**src/rtl/core/per_goal_hysteresis_rate_trigger_top_macros.svh**
```systemverilog
// Assertion macros for the per-goal ratio trigger.
// Included by the top level; expands to nothing when SYNTH is defined.
`ifndef PER_GOAL_HYSTERESIS_RATE_TRIGGER_TOP_MACROS_SVH
`define PER_GOAL_HYSTERESIS_RATE_TRIGGER_TOP_MACROS_SVH
`ifndef SYNTH
// Same-cycle implication, disabled while reset is asserted.
`define PGHRT_ASSERT_IMP(lbl, clk, rst_n, ante, cons) \
    lbl: assert property (@(posedge clk) disable iff (!(rst_n)) (ante) |-> (cons)) \
        else $error("implication check failed");
// Next-cycle implication, disabled while reset is asserted.
`define PGHRT_ASSERT_NXT(lbl, clk, rst_n, ante, cons) \
    lbl: assert property (@(posedge clk) disable iff (!(rst_n)) (ante) |=> (cons)) \
        else $error("next-cycle check failed");
`else
`define PGHRT_ASSERT_IMP(lbl, clk, rst_n, ante, cons)
`define PGHRT_ASSERT_NXT(lbl, clk, rst_n, ante, cons)
`endif
`endif

```
**src/rtl/core/pghrt_pkg.sv**
```systemverilog
// Shared types and constants of the per-goal ratio trigger.
// No dependencies; imported by every module of the block.
package pghrt_pkg;

    localparam int GOAL_ENTRIES_DEF = 64;
    localparam int COST_BITS_DEF    = 32;

    // Fixed field widths of the stream items
    localparam int CMD_W     = 2;
    localparam int GIDX_W    = 6;
    localparam int COST_W    = 32;
    localparam int TIME_W    = 32;
    localparam int CNT_W     = 16;
    localparam int TOTAL_W   = 32;
    localparam int STATUS_W  = 4;
    localparam int RATIO_W   = 16;
    localparam int FRAC_BITS = 8;
    localparam int CFG_ADDR_W = 2;
    localparam int CFG_DATA_W = 32;

    // Stream packing
    localparam int S_TDATA_W = 104;
    localparam int S_TUSER_W = CMD_W;
    localparam int M_TDATA_W = 112;
    localparam int M_TUSER_W = STATUS_W + 1;

    localparam int S_GIDX_LSB = 0;
    localparam int S_ACT_LSB  = S_GIDX_LSB + GIDX_W;
    localparam int S_EST_LSB  = S_ACT_LSB + COST_W;
    localparam int S_NOW_LSB  = S_EST_LSB + COST_W;

    // Register indexes on the configuration port
    localparam logic [CFG_ADDR_W-1:0] CFG_TRIG_RATIO   = 2'd0;
    localparam logic [CFG_ADDR_W-1:0] CFG_RETRIG_RATIO = 2'd1;
    localparam logic [CFG_ADDR_W-1:0] CFG_MIN_INTERVAL = 2'd2;
    localparam logic [CFG_ADDR_W-1:0] CFG_MAX_TRIGGERS = 2'd3;

    // Reset values of the registers
    localparam logic [RATIO_W-1:0] TRIG_RATIO_RST   = 16'd768;
    localparam logic [RATIO_W-1:0] RETRIG_RATIO_RST = 16'd640;
    localparam logic [TIME_W-1:0]  MIN_INTERVAL_RST = 32'd0;
    localparam logic [CNT_W-1:0]   MAX_TRIGGERS_RST = 16'hFFFF;

    typedef enum logic [CMD_W-1:0] {
        CMD_EVAL   = 2'd0,
        CMD_FORCE  = 2'd1,
        CMD_GCLEAR = 2'd2,
        CMD_SCLEAR = 2'd3
    } cmd_t;

    typedef enum logic [STATUS_W-1:0] {
        STAT_FIRED   = 4'd0,
        STAT_INVALID = 4'd1,
        STAT_BELOW   = 4'd2,
        STAT_HYST    = 4'd3,
        STAT_RATE    = 4'd4,
        STAT_LIMIT   = 4'd5,
        STAT_FORCED  = 4'd6,
        STAT_GCLEAR  = 4'd7,
        STAT_SCLEAR  = 4'd8
    } status_t;

    // One goal table entry
    typedef struct packed {
        logic              cooldown;
        logic [CNT_W-1:0]  count;
        logic [TIME_W-1:0] last_time;
    } entry_t;

    typedef struct packed {
        logic [TOTAL_W-1:0] fired;
        logic [TOTAL_W-1:0] blocked;
        logic [TOTAL_W-1:0] limited;
    } counters_t;

    typedef struct packed {
        status_t   status;
        logic      fired;
        entry_t    entry;
        counters_t cnt;
    } eval_res_t;

    function automatic logic [TOTAL_W-1:0] sat_inc32(input logic [TOTAL_W-1:0] v);
        return (v == '1) ? v : v + TOTAL_W'(1);
    endfunction

    function automatic logic [CNT_W-1:0] sat_inc16(input logic [CNT_W-1:0] v);
        return (v == '1) ? v : v + CNT_W'(1);
    endfunction

endpackage

```
**src/rtl/core/pghrt_table.sv**
```systemverilog
// Goal table: one write port, one read port with registered read data.
// Depends on pghrt_pkg for the entry type.
module pghrt_table
    import pghrt_pkg::*;
#(
    parameter int GOAL_ENTRIES = GOAL_ENTRIES_DEF,
    localparam int IDX_W = $clog2(GOAL_ENTRIES)
) (
    input  logic             aclk,
    input  logic             rd_en,
    input  logic [IDX_W-1:0] rd_addr,
    output entry_t           rd_data,
    input  logic             wr_en,
    input  logic [IDX_W-1:0] wr_addr,
    input  entry_t           wr_data
);

    entry_t mem [GOAL_ENTRIES];
    entry_t rd_data_reg;

    always_ff @(posedge aclk) begin
        if (wr_en) begin
            mem[wr_addr] <= wr_data;
        end
    end

    // Hold the last read until the next read request
    always_ff @(posedge aclk) begin
        if (rd_en) begin
            rd_data_reg <= mem[rd_addr];
        end
    end

    assign rd_data = rd_data_reg;

endmodule

```
**config.mk**
```make
export PLATFORM = sky130hd
export DESIGN_NAME = pghrt_table
export DESIGN_NICKNAME = d
export VERILOG_FILES = /design/src/rtl/core/per_goal_hysteresis_rate_trigger_top_macros.svh /design/src/rtl/core/pghrt_pkg.sv /design/src/rtl/core/pghrt_table.sv
export SDC_FILE = /design/constraint.sdc
export NUM_CORES = 2
export LEC_CHECK = 0
export BUFFER_PORTS_ARGS = -buffer_cell sky130_fd_sc_hd__buf_2
export CAP_MARGIN = 20
export CORE_MARGIN = 2
export CORE_UTILIZATION = 42
export CTS_BUF_LIST = sky130_fd_sc_hd__clkbuf_4 sky130_fd_sc_hd__clkbuf_8
export DETAILED_ROUTE_END_ITERATION = 8
export HOLD_SLACK_MARGIN = 0.02
export PLACE_DENSITY = 0.66
export REMOVE_ABC_BUFFERS = 1
export SYNTH_ARGS = -nofsm -noshare
export SYNTH_HDL_FRONTEND = slang
export SYNTH_SLANG_ARGS = --single-unit
```
**constraint.sdc**
```tcl
create_clock -name aclk -period 12 [get_ports aclk]
set_clock_uncertainty 0.1 [all_clocks]
set_input_delay 1.8 -clock aclk [delete_from_list [all_inputs] [get_ports aclk]]
set_output_delay 1.8 -clock aclk [all_outputs]
set_load 0.02 [all_outputs]
```
# [After elaboration in Yosys (flattened, before gate mapping)]
# Memories as Yosys holds them, arrays and structs flattened. A register that Yosys moved wholly into a read port is not among the register bits.
# Index checks and enable logic that the tools add are counted.
[word_totals] regBits=0 ramBits=3136 inputBits=64 out_inout_bits=49 word_cells=3 mem_count=1
[classes] n_mux=2
[mem_list] memory="mem" words=64 width=49 read_ports=1 rd_clocked_by_memory_dff=1 write_ports=1 line="pghrt_table.sv:18" text="entry_t mem [GOAL_ENTRIES];"
[ops] operator="1-bit two-way mux" n=2

# [Logic depth before layout (Yosys ltp)]
[depth] word_depth=2 mapped_depth=10 ltp_nobuf=5

# [Worst setup path before layout]
# OpenSTA, ideal clock, no wires.
[synth_path] path_type="input to register" from="in wr_addr[3]" to="mem mem[48][0] (netlist bit) (enable)" setup_time_ps=516 arrival_ps=5639 required_ps=11384 slack_ps=5745 stages=4 path_buffers=1 cell_sequence="clkbuf_1 nor2b_1 nand4b_1 nor3_1"
[synth_rtl] item="start, declared" line="pghrt_table.sv:14" text="input logic [IDX_W-1:0] wr_addr,"
[synth_rtl] item="end, declared" line="pghrt_table.sv:18"
# No word-level cell before the write port.

==> run summary <==
Number of instances in the placed design: 8,998
Setup violators final: 0
Register area: 95,640 um2
DRT iter0 DRCs: 8,677
Core area: 285,200 um2
Tightest hold margin: 0.7841 ns
Hold Crit Class: flip-flop to flip-flop
Root Driver: clkbuf_8
Outcome: finished clean
Max Clock Freq: 0.1801 GHz
Hold Path Origin: mem[27][35]
Die footprint: 291,200 um2
Routed vias: 60,905
Final period utilization: 46.27%
Final instance area: 135,200 um2
Setup TNS: 0 ns
Skew-Pair Late Insertion Delay: 1.08 ns
Clk slew on worst S/H paths: 0.06 ns
Post-synth EDFFs: 3,185
Final non-filler cell total: 9,862
Fraction of layout cells with a size suffix above 1: 29.35%
Placed cell area: 126,000 um2
Final Worst Setup Slack: 6.447 ns
Yosys warning total: 0
Critical Path Fanout Max: 107
Post-CTS sizing: 0
Crit path kind: input port to flip-flop
CP arrival: 6.26 ns
CTS H-tree lvls: 5
Met3 Resource Use GR: 4.392%
Mapped Cells: 5,283
Crit path max-delay family: buffers and inverters
Slowest stage delay, CP: 0.81 ns
Fillers: 23,082
Max-cap violation count: 0
CP max-delay cell: buf_4
Nets@finish: 5,783
Clk buf depth: 4
Most Frequent Cell on Critical Path: buf_4
Tot Pwr: 21.92 mW
WL/cell: 34.28 um
Multi-input combinational cell area: 23,770 um2
Min cycle time layout: 5.553 ns
Final core occ: 47.39%
Post-cts hold buffer count: 0
Gpl congestion: 0.7812
Mapped Area: 120,500 um2
CP endpoint kind: flip-flop
VDD IR max: 0.09832 mV
DRT Wirelength: 338,000 um
CTS tree: done
Post-synthesis sequential area ratio: 79.38%
Final-report hold violation count: 0
Global-route wire length before repair: 468,100 um
Synth async-reset ratio: 0%
PwrDens: 162.2 nW/um2
Yosys cell types: 41
Largest net degree at the start of global routing: 122
Post-synthesis register bit count: 3,185
DRC errors left: 0
DPL Wire Length: 169,500 um
RSZ-0062 raised after global routing: false
M1 GR Usage: 30.77%
Slew HR: 17.08%
Worst EP required: 12.71 ns
GRT overflow: 0
Clock Sinks: 3,185
Worst slack at placement: 5.408 ns
Post-CTS setup buffer count: 0
Final Max Tran Viols: 0
Top FF cell, synth: edfxtp_1
Buf/Inv on CP: 4
CP Cell Sequence: buf_8 -> buf_4 -> buf_4 -> buf_4 -> mux4_2 -> o221ai_1 -> o22ai_1 -> and3_1
Total global routing track utilization: 22.86%
Initial antenna violation count: 22
DRT Pass-1 Iters: 6
TritonCTS Buffers: 472
Routing usage on met2: 37.25%
Starting Density: 42.24%
Vias in the first global route: 60,581
Die width: 539.6 um
Die Span Y: 539.6 um
Crit path launch: rd_addr[1]
Leakage: 41.56 nW
Buffers on Ports: 112
Area grow syn2layout: 12.18%
Launch point of the worst reg-to-reg path: mem[42][37]
Largest register FFs: 3,136
Row count: 196
Mean Syn Cell Area: 22.81 um2
Startpoint Class: input port
ANT nets after route: 0
Vias per cell: 6.176
IO Pins: 113
Top Usage Layer GRT: met2
Slew @ Worst Pin: 1.244 ns
-- cells in the mapped netlist, drive strengths merged, types with 41 or more instances --
cell type	number	area (um2)
a211oi	41	307.8
a21oi	51	255.2
a22oi	95	713.2
buf	176	1115
clkbuf	131	491.7
edfxtp	3185	95640
mux2i	85	850.8
mux4	743	16730
nand2	184	690.7
nand3	85	425.4
nand4	81	506.7
nor2	88	330.3
o221ai	78	683.2
o22ai	85	531.8
-- metal layers --
metal | up-vias | routed length, um | part of all wire (%)
li1 | 23588 | - | -
met1 | 32677 | 125200 | 37
met2 | 3926 | 164900 | 49
met3 | 710 | 34940 | 10
met4 | 4 | 13040 | 3.9
met5 | - | 24 | 0.0071
-- logic make-up after synthesis --
kind of cell           Yosys count  share of synthesized area (%)
and+or+nand+nor                568                          2.301
AOI/OAI and AO/OA              394                          2.385
buffers and inverters          308                          1.337
DFF                           3185                          79.38
muxes                          828                          14.59
-- layout make-up --
class                      count  share of cell area (%)
multi-input combinational   1790                   17.59
antenna                        9                 0.01666
inverter                       1                0.003703
clock buffer                 610                   5.577
clock inverter               236                   1.066
sequential                  3185                   70.76
tap                         3762                   3.482
timing repair buffer         269                   1.504
-- tightest hold or removal path, delay by kind of cell, from the launching register on --
| kind | cells | cell delay [ns] |
|---|---|---|
| simple gates | 3 | 0.29 |
| mux | 1 | 0.24 |
| flops | 1 | 0.31 |
-- power breakdown --
| group | switching [mW] | total (mW) | internal [mW] |
|---|---|---|---|
| clock network | 4.13 | 8.51 | 4.38 |
| registers | 0.0328 | 12.4 | 12.3 |
| logic | 0.681 | 1.04 | 0.358 |
-- final timing paths --
| path | slack, ns | to | depth (start not counted) |
|---|---|---|---|
| worst max-delay path | 6.45 | rd_data[47] | 8 |
| worst min-delay path | 0.78 | rd_data[35] | 4 |
| worst max register to register | 9.75 | rd_data[37] | 5 |
| worst min register to register | 0.78 | rd_data[35] | 4 |
-- layout by cell type (no fill, tap or decap), types with 4 or more instances in the layout --
cell	n
a211oi_1	41
a21oi_1	51
a221o_1	7
a22oi_1	95
a311oi_1	23
and2_0	4
and2_1	20
and3_1	39
buf_12	19
buf_2	106
buf_4	140
bufinv_16	13
clkbuf_4	137
clkbuf_8	474
clkinv_1	156
clkinv_2	47
clkinvlp_4	7
diode_2	9
edfxtp_1	3185
inv_12	5
mux2i_1	85
mux4_2	743
nand2_1	180
nand2b_1	10
nand3_1	85
nand4_1	81
nor2_1	23
nor2_4	64
nor2b_1	24
nor4_1	8
o221ai_1	78
o22ai_1	85
or2_2	4
Note: power is estimated with default switching activity, not from simulation.
