`src/rtl/core/per_goal_hysteresis_rate_trigger_top_macros.svh`:
```
// Assertion macros for the per-goal ratio trigger.
// Included by the top level; expands to nothing when SYNTH is defined.
`ifndef PER_GOAL_HYSTERESIS_RATE_TRIGGER_TOP_MACROS_SVH
`define PER_GOAL_HYSTERESIS_RATE_TRIGGER_TOP_MACROS_SVH
`ifndef SYNTH
// Same-cycle implication, disabled while reset is asserted.
`define PGHRT_ASSERT_IMP(lbl, clk, rst_n, ante, cons) \
    lbl: assert property (@(posedge clk) disable iff (!(rst_n)) (ante) |-> (cons)) \
        else $error("implication check failed");
// Next-cycle implication, disabled while reset is asserted.
`define PGHRT_ASSERT_NXT(lbl, clk, rst_n, ante, cons) \
    lbl: assert property (@(posedge clk) disable iff (!(rst_n)) (ante) |=> (cons)) \
        else $error("next-cycle check failed");
`else
`define PGHRT_ASSERT_IMP(lbl, clk, rst_n, ante, cons)
`define PGHRT_ASSERT_NXT(lbl, clk, rst_n, ante, cons)
`endif
`endif

```
`src/rtl/core/pghrt_pkg.sv`:
```
// Shared types and constants of the per-goal ratio trigger.
// No dependencies; imported by every module of the block.
package pghrt_pkg;

    localparam int GOAL_ENTRIES_DEF = 64;
    localparam int COST_BITS_DEF    = 32;

    // Fixed field widths of the stream items
    localparam int CMD_W     = 2;
    localparam int GIDX_W    = 6;
    localparam int COST_W    = 32;
    localparam int TIME_W    = 32;
    localparam int CNT_W     = 16;
    localparam int TOTAL_W   = 32;
    localparam int STATUS_W  = 4;
    localparam int RATIO_W   = 16;
    localparam int FRAC_BITS = 8;
    localparam int CFG_ADDR_W = 2;
    localparam int CFG_DATA_W = 32;

    // Stream packing
    localparam int S_TDATA_W = 104;
    localparam int S_TUSER_W = CMD_W;
    localparam int M_TDATA_W = 112;
    localparam int M_TUSER_W = STATUS_W + 1;

    localparam int S_GIDX_LSB = 0;
    localparam int S_ACT_LSB  = S_GIDX_LSB + GIDX_W;
    localparam int S_EST_LSB  = S_ACT_LSB + COST_W;
    localparam int S_NOW_LSB  = S_EST_LSB + COST_W;

    // Register indexes on the configuration port
    localparam logic [CFG_ADDR_W-1:0] CFG_TRIG_RATIO   = 2'd0;
    localparam logic [CFG_ADDR_W-1:0] CFG_RETRIG_RATIO = 2'd1;
    localparam logic [CFG_ADDR_W-1:0] CFG_MIN_INTERVAL = 2'd2;
    localparam logic [CFG_ADDR_W-1:0] CFG_MAX_TRIGGERS = 2'd3;

    // Reset values of the registers
    localparam logic [RATIO_W-1:0] TRIG_RATIO_RST   = 16'd768;
    localparam logic [RATIO_W-1:0] RETRIG_RATIO_RST = 16'd640;
    localparam logic [TIME_W-1:0]  MIN_INTERVAL_RST = 32'd0;
    localparam logic [CNT_W-1:0]   MAX_TRIGGERS_RST = 16'hFFFF;

    typedef enum logic [CMD_W-1:0] {
        CMD_EVAL   = 2'd0,
        CMD_FORCE  = 2'd1,
        CMD_GCLEAR = 2'd2,
        CMD_SCLEAR = 2'd3
    } cmd_t;

    typedef enum logic [STATUS_W-1:0] {
        STAT_FIRED   = 4'd0,
        STAT_INVALID = 4'd1,
        STAT_BELOW   = 4'd2,
        STAT_HYST    = 4'd3,
        STAT_RATE    = 4'd4,
        STAT_LIMIT   = 4'd5,
        STAT_FORCED  = 4'd6,
        STAT_GCLEAR  = 4'd7,
        STAT_SCLEAR  = 4'd8
    } status_t;

    // One goal table entry
    typedef struct packed {
        logic              cooldown;
        logic [CNT_W-1:0]  count;
        logic [TIME_W-1:0] last_time;
    } entry_t;

    typedef struct packed {
        logic [TOTAL_W-1:0] fired;
        logic [TOTAL_W-1:0] blocked;
        logic [TOTAL_W-1:0] limited;
    } counters_t;

    typedef struct packed {
        status_t   status;
        logic      fired;
        entry_t    entry;
        counters_t cnt;
    } eval_res_t;

    function automatic logic [TOTAL_W-1:0] sat_inc32(input logic [TOTAL_W-1:0] v);
        return (v == '1) ? v : v + TOTAL_W'(1);
    endfunction

    function automatic logic [CNT_W-1:0] sat_inc16(input logic [CNT_W-1:0] v);
        return (v == '1) ? v : v + CNT_W'(1);
    endfunction

endpackage

```
`src/rtl/core/pghrt_eval.sv`:
```
// Evaluate stage: decides the outcome of one item from the table entry,
// the precomputed threshold products and the global counters. Uses pghrt_pkg.
module pghrt_eval
    import pghrt_pkg::*;
#(
    parameter int COST_BITS = COST_BITS_DEF,
    localparam int CW = (COST_BITS < COST_W) ? COST_BITS : COST_W,
    localparam int PW = CW + RATIO_W
) (
    input  cmd_t              cmd,
    input  entry_t            entry_i,
    input  logic [TIME_W-1:0] now_i,
    input  logic              est_zero_i,
    input  logic [CW-1:0]     act_i,
    input  logic [PW-1:0]     prod_main_i,
    input  logic [PW-1:0]     prod_re_i,
    input  logic [TIME_W-1:0] min_interval_i,
    input  logic [CNT_W-1:0]  max_triggers_i,
    input  counters_t         cnt_i,
    output eval_res_t         res_o
);

    logic [PW-1:0]     act_scaled;
    logic              above_main;
    logic              above_re;
    logic [TIME_W-1:0] elapsed;
    entry_t            fire_entry;

    // ratio > T  <=>  actual * 256 > T * estimate
    assign act_scaled = PW'({act_i, FRAC_BITS'(0)});
    assign above_main = act_scaled > prod_main_i;
    assign above_re   = act_scaled > prod_re_i;
    assign elapsed    = now_i - entry_i.last_time;

    always_comb begin
        fire_entry.cooldown  = 1'b1;
        fire_entry.count     = sat_inc16(entry_i.count);
        fire_entry.last_time = now_i;
    end

    always_comb begin
        res_o.status = STAT_BELOW;
        res_o.fired  = 1'b0;
        res_o.entry  = entry_i;
        res_o.cnt    = cnt_i;
        unique case (cmd)
            CMD_FORCE: begin
                res_o.entry     = fire_entry;
                res_o.cnt.fired = sat_inc32(cnt_i.fired);
                res_o.fired     = 1'b1;
                res_o.status    = STAT_FORCED;
            end
            CMD_GCLEAR: begin
                res_o.entry  = '0;
                res_o.status = STAT_GCLEAR;
            end
            CMD_SCLEAR: begin
                res_o.cnt    = '0;
                res_o.status = STAT_SCLEAR;
            end
            CMD_EVAL: begin
                priority if (est_zero_i) begin
                    res_o.status = STAT_INVALID;
                end else if (entry_i.cooldown && above_re) begin
                    res_o.cnt.blocked = sat_inc32(cnt_i.blocked);
                    res_o.status      = STAT_HYST;
                end else begin
                    // Leaving cooldown still needs the main threshold to fire
                    res_o.entry.cooldown = 1'b0;
                    priority if (!above_main) begin
                        res_o.status = STAT_BELOW;
                    end else if (entry_i.count != '0 && elapsed < min_interval_i) begin
                        res_o.cnt.limited = sat_inc32(cnt_i.limited);
                        res_o.status      = STAT_RATE;
                    end else if (entry_i.count >= max_triggers_i) begin
                        res_o.status = STAT_LIMIT;
                    end else begin
                        res_o.entry     = fire_entry;
                        res_o.cnt.fired = sat_inc32(cnt_i.fired);
                        res_o.fired     = 1'b1;
                        res_o.status    = STAT_FIRED;
                    end
                end
            end
            default: begin
                res_o.status = STAT_BELOW;
            end
        endcase
    end

endmodule

```
`config.mk`:
```
export PLATFORM = sky130hd
export DESIGN_NAME = pghrt_eval
export DESIGN_NICKNAME = d
export VERILOG_FILES = /design/src/rtl/core/per_goal_hysteresis_rate_trigger_top_macros.svh /design/src/rtl/core/pghrt_pkg.sv /design/src/rtl/core/pghrt_eval.sv
export SDC_FILE = /design/constraint.sdc
export NUM_CORES = 1
export LEC_CHECK = 0
export ABC_CLOCK_PERIOD_IN_PS = 10200
export BUFFER_PORTS_ARGS = -buffer_cell sky130_fd_sc_hd__buf_2
export CAP_MARGIN = 20
export CORE_AREA = 2 2 196 198
export DETAILED_ROUTE_END_ITERATION = 8
export DIE_AREA = 0 0 198 200
export PLACE_DENSITY = 0.46
export SYNTH_ARGS = -nofsm -noshare
export SYNTH_HDL_FRONTEND = slang
export SYNTH_SLANG_ARGS = --single-unit
```
`constraint.sdc`:
```
create_clock -name vclk -period 10.2
set_input_delay 1.53 -clock vclk [all_inputs]
set_output_delay 1.53 -clock vclk [all_outputs]
set_load 0.01 [all_outputs]
```
# Word-level counts from Yosys, hierarchy flattened
# Index checks and enable logic that the tools add are counted.
dict set report classes {
  add_sub_neg 5
  order_cmp 4
  eq_ne 7
  mux 23
  reduce_logical 4
}
# operator n
set ops {}
lappend ops {{$mux W82} 4}
lappend ops {{$mux W32} 7}
lappend ops {{$pmux W49 S3} 1}
lappend ops {{$mux W146} 1}
lappend ops {{$pmux W64 S2} 1}
lappend ops {{$add A32 B1 Y32 const B} 3}
lappend ops {{$eq A32 B32 Y1 const B} 3}
lappend ops {{$gt A40 B48 Y1} 2}
lappend ops {{$pmux W32 S3} 1}
lappend ops {{$lt A32 B32 Y1} 1}
lappend ops {{$sub A32 B32 Y32} 1}
lappend ops {{$add A16 B1 Y16 const B} 1}
lappend ops {{$eq A16 B16 Y1 const B} 1}
lappend ops {{$ge A16 B16 Y1} 1}
lappend ops {{$mux W16} 1}
lappend ops {{$pmux W4 S4} 1}
lappend ops {{$reduce_bool A16 Y1} 1}
lappend ops {{$mux W3} 5}
lappend ops {{$eq A2 B2 Y1 const B} 2}
lappend ops {{$eq A2 B1 Y1 const B} 1}
lappend ops {{$logic_and A1 B1 Y1} 2}
lappend ops {{$logic_not A2 Y1} 1}
lappend ops {{$pmux W1 S2} 1}
dict set report word_totals {
  register_bits 0
  inputBits 356
  out_inout_bits 150
  wordCells 43
}

# Logic depth before layout (Yosys ltp)
# Gate-level depths: netlist (run 1).
dict set report logic_depth {
  ltp_word 8
  ltp_mapped 26
}

# Worst setup path after synthesis (run 1)
# OpenSTA, ideal clock, no wires.
dict set report synth_path {
  path_kind {in2out}
  startpoint {in entry_i[2] (netlist name)}
  endpoint {out res_o[16] (netlist name)}
  arrival_time_ps 6751
  required_ps 8670
  slack_ps 1919
  path_stages 22
  n_path_buf 3
  cell_sequence {inv_1 -> ha_1 -> o21a_1 -> o31a_1 -> o21ai_0 -> a311o_1 -> o311ai_0 -> a31oi_1 -> or3_1 -> a31oi_1 -> xnor2_1 -> ha_1 -> nand4_1 -> nor4_1 -> nor2b_1 -> a311o_1 -> or2_2 -> or4_1 -> buf_2 -> buf_6 -> buf_2 -> o41ai_1}
}
# item line
set synth_rtl {}
lappend synth_rtl {{from (decl)} pghrt_eval.sv:11} ;# input entry_t entry_i,
lappend synth_rtl {{to (decl)} pghrt_eval.sv:20} ;# output eval_res_t res_o

==> results of run 1 <==
cell families (layout without fill, tap and decap cells):
| family | Yosys count | in the layout |
|---|---|---|
| compound gates | 393 | 393 |
| buf+inv | 230 | 698 |
| mux | 12 | 12 |
| fa+ha+maj | 152 | 152 |
| other cells | 0 | 10 |
| xor+xnor | 47 | 47 |
| simple gates | 540 | 540 |
synthesized netlist by cell type, types with 14 or more instances:
| master | number | area share, % |
|---|---|---|
| inv_1 | 180 | 7.7 |
| ha_1 | 151 | 22 |
| nand2_1 | 150 | 6.5 |
| nor2_1 | 97 | 4.2 |
| a21oi_1 | 96 | 5.5 |
| o21ai_0 | 69 | 4.0 |
| nand3_1 | 54 | 3.1 |
| clkbuf_1 | 46 | 2.0 |
| a21o_1 | 44 | 3.8 |
| nand4_1 | 40 | 2.9 |
| and3_1 | 36 | 2.6 |
| nor3_1 | 31 | 1.8 |
| o31ai_1 | 29 | 2.5 |
| a31oi_1 | 24 | 1.7 |
| o41ai_1 | 24 | 2.4 |
| xor2_1 | 24 | 2.4 |
| xnor2_1 | 23 | 2.3 |
| nand2b_1 | 22 | 1.6 |
| or4_1 | 21 | 1.8 |
| nor4_1 | 20 | 1.4 |
| and4_1 | 15 | 1.5 |
| o311ai_0 | 14 | 1.4 |
cell type report:
type	instances	area, um2	area share [%]
multi-input combinational	1144	7890	66.6
tap	511	639	5.39
antenna	10	25.0	0.211
timing repair buffer	518	2620	22.1
inverter	180	676	5.70
power by group:
| group | internal [uW] | total (uW) | leakage, uW | switching, uW |
|---|---|---|---|---|
| sequential | 0 | 0 | 0 | 0 |
| clock | 0.000132 | 0.000132 | 0.0000000634 | 0 |
| combinational | 241 | 571 | 0.00633 | 330 |
per-layer routing:
metal	vias up	GRT usage (%)
li1	5999	-
met1	5549	25.6
met2	462	39.6
met3	53	2.15
met4	4	4.90
met5	-	0
per-stage QoR:
step	hold slack (ns)	worst slack [ns]	cell area, um2	power [uW]
global route	3.39	0.289	11800	643
floorplan	3.14	1.92	8720	323
CTS	3.37	0.636	11800	577
detailed placement	3.37	0.654	11800	573
global placement	3.37	0.862	11800	570
finish	3.37	0.753	11900	571
path summary, 6_finish.rpt:
check,cells after the start,slack [ns],from,to
min,4,3.37,now_i[16],res_o[112]
max,22,0.75,entry_i[3],res_o[87]
==> results.toml, run 1 <==
[floorplanning]
die_y_um = 200
num_rows = 71
start_util_pct = 23.3
coreArea_um2 = 37400
die_w_um = 198
dieArea_um2 = 39600
io_pins = 506

[sta]
timing.fmax_mhz = 106
max_slew_margin_pct = 32.4
tightest_slew_ns = 1.01
rsz0062_at_grt = "false"
slew_violations = 0
fin_crit_sh_pct = 92.6
setup_viol = 0
finalSetupTns_ns = 0
period_needed_ns = 9.45
hold_viol = 0

[hold_path]
min-delay-path-class = "input port to primary output"

[drt]
met3_length_um = 2620
wl_met1_um = 18600
ant_nets = 0
top_layer = "met5"
remaining_drc_errors = 0
dr.pass1.iters = 7
drtIter0Drc = 494
routedWlPerCell_um = 18.8
route.met2.wl_um = 22400
vias = 12100
wl_um = 44500
viasPerCell = 5.11

[worst_setup_path]
critical_path.top_delay_family = "compound AO/OA/AOI/OAI gates"
crit_required_ns = 8.67
cp_slowest_cell = "o311ai_0"
worstPathMaxFanout = 14
critPathKind = "input port to primary output"
crit_path_start_kind = "input port"
end_kind = "primary output"
worstPathCellList = "buf_2 > inv_1 > ha_1 > o21a_1 > o31a_1 > o21ai_0 > a311o_1 > o311ai_0 > a31oi_1 > or3_1 > a31oi_1 > xnor2_1 > ha_1 > nand4_1 > nor4_1 > nor2b_1 > a311o_1 > o211a_1 > a31o_2 > nand2_1 > o31ai_1 > buf_2"
cp.buffers_inverters = 3
arrival_ns = 7.92
cpPeakStageDelay_ns = 0.70

[grt]
grt_pass1_vias = 11500
antenna_found_initial = 10
grt.total_usage_pct = 21.0
overflow = 0
grt_max_degree = 56
grt_pass1_wl_um = 65800

[yosys]
synth_cells = 1374
synth_fp_nets = 1882
synth_top_family_by_area = "simple AND/OR/NAND/NOR gates"
synthAdderAreaFrac_pct = 21.9
yosys.cell_types.count = 71
yosysSeqAreaShare_pct = 0
yosys_warnings = 0
synth-xor-area-share_pct = 4.72
synth_compound_area_share_pct = 30.3
yosys.area_share.simple_pct = 31.6
synth_area_um2 = 8720
synth.avg_cell_area_um2 = 6.35
yosys-mux-area-fraction_pct = 1.38

[finish]
design.seq.count = 0
utilization_pct = 31.7
area_growth_pct = 35.9
layout-drive-gt1-share_pct = 29.5
nClkBuffers = 0
layout_commonest_cell = "buf_2"
final_cell_mix = "506 x buf_2, 180 x inv_1, 151 x ha_1"
n_fill_cell = 4274
seq_area_um2 = 0
nets = 2352
finalNonFillerCells = 2363

[clock_network]
post_cts_buffers = 0
cts_hold_buffers = 0
cts_resized = 0

[power]
cellLeakagePower_uw = 0.00633
power_density_nw_per_um2 = 48.2
vdd_drop_max_uv = 19.5

[placement]
hpwl_um = 39000
dp.cells = 2353
globalplace.congestion = 0.928
numPortBuffers = 506

[flow_run]
drv_cap = 0

[status]
status = "completed"
Power figures use the tool's default switching activity.
==> run 2: changes to the inputs <==
--- a/config.mk
+++ b/config.mk
@@ -11,6 +11,7 @@
 export CORE_AREA = 2 2 196 198
 export DETAILED_ROUTE_END_ITERATION = 8
 export DIE_AREA = 0 0 198 200
+export GPL_TIMING_DRIVEN = 0
 export PLACE_DENSITY = 0.46
 export SYNTH_ARGS = -nofsm -noshare
 export SYNTH_HDL_FRONTEND = slang
==> run 2 against run 1 <==
The run now ends with design-rule violations left. Critical path depth increased by 4. Setup slack about the same. Core utilization increased by 0.23 points. Clock-buffer cell count unchanged. Fmax about the same. Non-clock buffer count increased by 39. Total power increased by 2.1%. Cell count increased by 1.5%. Flip-flop and latch count unchanged. First-iteration DRC count increased by 45%. Via count increased by 3.0%. Cell area increased by 0.73%. Largest power group unchanged. Highest routed layer unchanged.
==> results.toml, run 2 (synthesized netlist as in run 1, its figures left out) <==
[drt]
dr.pass1.iters = 7
viasPerCell = 5.18
remaining_drc_errors = 2
routedWlPerCell_um = 19.9
drtIter0Drc = 715
ant_nets = 0
wl_um = 47800
vias = 12400

[floorplanning]
io_pins = 506
die_y_um = 200
start_util_pct = 23.3
dieArea_um2 = 39600
coreArea_um2 = 37400
die_w_um = 198
num_rows = 71

[placement]
globalplace.congestion = 0.967
dp.cells = 2392
hpwl_um = 41900
place_area_um2 = 11900
numPortBuffers = 506

[clock_network]
cts_hold_buffers = 0
post_cts_buffers = 0

[worst_setup_path]
critPathKind = "input port to primary output"
end_kind = "primary output"
arrival_ns = 7.92
crit_required_ns = 8.67
crit_path_start_kind = "input port"
worstPathMaxFanout = 10

[grt]
grt_pass1_vias = 12100
grt_max_degree = 11
grt_pass1_wl_um = 69800
antenna_found_initial = 7
grt.total_usage_pct = 22.6
overflow = 0

[sta]
period_needed_ns = 9.45
finalSetupTns_ns = 0
setup_viol = 0
max_slew_margin_pct = 30.9
fin_crit_sh_pct = 92.6
hold_viol = 0
rsz0062_at_grt = "false"
timing.fmax_mhz = 106
tightest_slew_ns = 1.03
slew_violations = 0

[power]
vdd_drop_max_uv = 17.6
power_density_nw_per_um2 = 48.8
fin_total_pwr_uw = 583
cellLeakagePower_uw = 0.00635

[finish]
design_area_um2 = 11900
layout_commonest_cell = "buf_2"
multi_input_area_um2 = 7860
seq_area_um2 = 0
utilization_pct = 31.9
design.seq.count = 0
n_fill_cell = 4275
finalNonFillerCells = 2399
area_growth_pct = 36.9
nets = 2391
final_cell_mix = "509 x buf_2, 180 x inv_1, 151 x ha_1"
layout-drive-gt1-share_pct = 28.6
nClkBuffers = 0

[status]
status = "finished with violations"
violations = "design-rule violations"

[flow_run]
drv_cap = 0

[hold_path]
min-delay-path-class = "input port to primary output"
run 2: changes by cell type in the layout (fill, tap and decap cells not counted), sizes merged:
cell           change
clkbuf            +46
buf                -8
diode              -3
clkdlybuf4s18      +1
run 2: worst paths after layout:
kind | from | to | depth (start not counted)
worst min-delay path | now_i[22] | res_o[118] | 4
worst max-delay path | now_i[0] | res_o[22] | 26
run 2: worst max-delay path: stages:
cell and delay (ns):
buf_2 0.11, inv_1 0.05, ha_1 0.17, inv_1 0.06
fa_1 0.45, a211oi_1 0.32, o21ai_0 0.20, a31oi_1 0.38
o31ai_1 0.22, a21oi_1 0.29, a211o_1 0.20, o211ai_1 0.14
o41ai_1 0.32, xnor2_1 0.20, ha_1 0.28, nor2b_1 0.13
o21ai_0 0.28, nand2_1 0.08, a311o_1 0.39, or2_2 0.32
or4_1 0.51, buf_2 0.19, clkbuf_1 0.27, nor4_1 0.45
mux2i_1 0.23, buf_2 0.15
run 2: routing by layer:
metal	wire (um)	track usage, %	up-vias	share of wire, %
met2	24100	42.6	491	50
met3	2920	2.55	66	6.1
li1	-	-	6077	-
met1	19500	27.3	5789	41
met4	1210	5.43	4	2.5
met5	28	0	-	0.059
run 2: power breakdown:
group / leakage, uW / switching, uW / internal (uW)
sequential: 0 / 0 / 0
combinational: 0.00635 / 342 / 241
clock: 0.0000000444 / 0 / 0.0000919
total: 0.00635 / 342 / 241
run 2: cell type report:
type	count	share of cell area, %
timing repair buffer	507	21.3
tap	511	5.35
buffer	50	1.71
inverter	180	5.66
multi-input combinational	1144	65.8
antenna	7	0.147
run 2: timing repair:
item                       4_1_cts  5_1_grt
gates cloned                     0        0
setup endpoints to repair        1       32
resized for setup                1       11
run 2: through the flow:
step	hold slack, ns	worst slack, ns
after floorplan	3.14	1.92
after global placement	3.37	-0.268
after detailed placement	3.37	-0.250
after CTS	3.37	0.0865
after global routing	3.40	0.0593
final	3.37	0.753
==> run 3: changes to the inputs <==
--- a/config.mk
+++ b/config.mk
@@ -7,12 +7,11 @@
 export LEC_CHECK = 0
 export ABC_CLOCK_PERIOD_IN_PS = 10200
 export BUFFER_PORTS_ARGS = -buffer_cell sky130_fd_sc_hd__buf_2
-export CAP_MARGIN = 20
 export CORE_AREA = 2 2 196 198
 export DETAILED_ROUTE_END_ITERATION = 8
 export DIE_AREA = 0 0 198 200
 export GPL_TIMING_DRIVEN = 0
-export PLACE_DENSITY = 0.46
+export PLACE_DENSITY = 0.47
 export SYNTH_ARGS = -nofsm -noshare
 export SYNTH_HDL_FRONTEND = slang
 export SYNTH_SLANG_ARGS = --single-unit
==> run 3 against run 2 <==
The run now ends clean. Core utilization about the same. Sequential share of layout area stayed put. First-iteration DRC count grew 1.5%. Flip-flop and latch count is the same. Cell area is 0.15% higher. Die area stayed put. Critical path depth did not move. Clock-buffer cell count stayed put. Wire length is 1.2% higher. Cell count is 0.42% higher. Hold slack got worse by 0.0027 ns. Fmax is 2.4% lower.
==> results.toml, run 3 (synthesized netlist as in run 1, its figures left out) <==
[placement]
hpwl_um = 42600
place_area_um2 = 11900
dpl_worst_slack_ns = -0.0393
globalplace.congestion = 0.939
numPortBuffers = 506

[finish]
design_area_um2 = 12000
final_cell_mix = "510 x buf_2, 180 x inv_1, 151 x ha_1"
n_fill_cell = 4225
layout_commonest_cell = "buf_2"
area_growth_pct = 37.1
nClkBuffers = 0
nets = 2392
design.seq.count = 0
layout-drive-gt1-share_pct = 28.4
multi_input_area_um2 = 7860
seq_area_um2 = 0

[power]
vdd_drop_max_uv = 22.1
power_density_nw_per_um2 = 49.0
cellLeakagePower_uw = 0.00634

[sta]
finalSetupTns_ns = 0
fin_crit_sh_pct = 94.9
timing.fmax_mhz = 103
period_needed_ns = 9.68
whs_ns = 3.37
rsz0062_at_grt = "false"
hold_viol = 0
tightest_slew_ns = 0.886
setup_ws_ns = 0.520
max_slew_margin_pct = 40.7
setup_viol = 0
slew_violations = 0

[drt]
remaining_drc_errors = 0
wl_um = 48400
viasPerCell = 5.19
routedWlPerCell_um = 20.1
dr.pass1.iters = 6
ant_nets = 0
drtIter0Drc = 726
vias = 12500

[worst_setup_path]
worstPathMaxFanout = 10
arrival_ns = 8.15
crit_required_ns = 8.67
end_kind = "primary output"
critPathKind = "input port to primary output"
crit_path_start_kind = "input port"

[grt]
grt_pass1_wl_um = 69800
grt_max_degree = 11
antenna_found_initial = 15
grt_pass1_vias = 11800
overflow = 0
grt.total_usage_pct = 22.9

[clock_network]
post_cts_buffers = 0
cts_resized = 1
cts_hold_buffers = 0

[floorplanning]
dieArea_um2 = 39600
die_y_um = 200
num_rows = 71
die_w_um = 198
coreArea_um2 = 37400
start_util_pct = 23.3
io_pins = 506

[flow_run]
drv_cap = 0

[status]
status = "completed"

[hold_path]
min-delay-path-class = "input port to primary output"
## run 3: cell count changes in the layout (fill, tap and decap cells not counted)
cell | previous run | this run
buf_2 | 509 | 510
clkbuf_1 | 42 | 46
clkbuf_2 | 4 | 0
clkdlybuf4s15_2 | 0 | 1
clkdlybuf4s18_2 | 1 | 0
diode_2 | 7 | 16
nor4_1 | 19 | 20
nor4_2 | 1 | 0
## run 3: routing by layer
| metal | GRT usage, % | part of all wire (%) | vias to the layer above |
|---|---|---|---|
| met3 | 2.70 | 6.1 | 67 |
| met4 | 9.02 | 3.1 | 2 |
| met5 | 0 | 0.027 | - |
| li1 | - | - | 6091 |
| met2 | 42.1 | 50 | 549 |
| met1 | 27.1 | 40 | 5789 |
## run 3: power by group
| part | internal, uW | switching, uW | leakage [uW] |
|---|---|---|---|
| clock | 0.000211 | 0 | 0.000000101 |
| combinational | 241 | 345 | 0.00634 |
| sequential | 0 | 0 | 0 |
| total | 241 | 345 | 0.00634 |
## run 3: through the flow
| stage | cells | util, % | total power [uW] |
|---|---|---|---|
| floorplan | 1374 | - | 323 |
| global route | 2407 | 32.0 | 652 |
| detailed placement | 2393 | 31.9 | 585 |
| CTS | 2393 | 31.9 | 589 |
| global placement | 2391 | 31.8 | 580 |
| finish | 2409 | 32.0 | 586 |
## run 3: worst max-delay path: stages
cell	delay [ns]
buf_2	0.10
inv_1	0.05
ha_1	0.17
inv_1	0.06
fa_1	0.44
a211oi_1	0.32
o21ai_0	0.20
a31oi_1	0.41
o31ai_1	0.23
a21oi_1	0.32
a211o_1	0.21
o211ai_1	0.12
o41ai_1	0.34
xnor2_1	0.18
ha_1	0.26
nor2b_1	0.13
o21ai_0	0.23
nand2_1	0.08
a311o_1	0.40
o211a_1	0.35
a21boi_0	0.29
clkbuf_1	0.57
clkbuf_1	0.54
o21ai_0	0.19
o31ai_1	0.18
buf_2	0.23
## run 3: worst paths after layout
| kind | slack, ns | end | cells after the start | from |
|---|---|---|---|---|
| worst min-delay path | 3.37 | res_o[107] | 4 | now_i[11] |
| worst max-delay path | 0.52 | res_o[78] | 26 | now_i[0] |
## run 3: area by class of cell
cell class	count	share of cell area, %
multi-input combinational	1144	65.7
timing repair buffer	508	21.3
inverter	180	5.65
tap	511	5.35
buffer	50	1.66
antenna	16	0.335
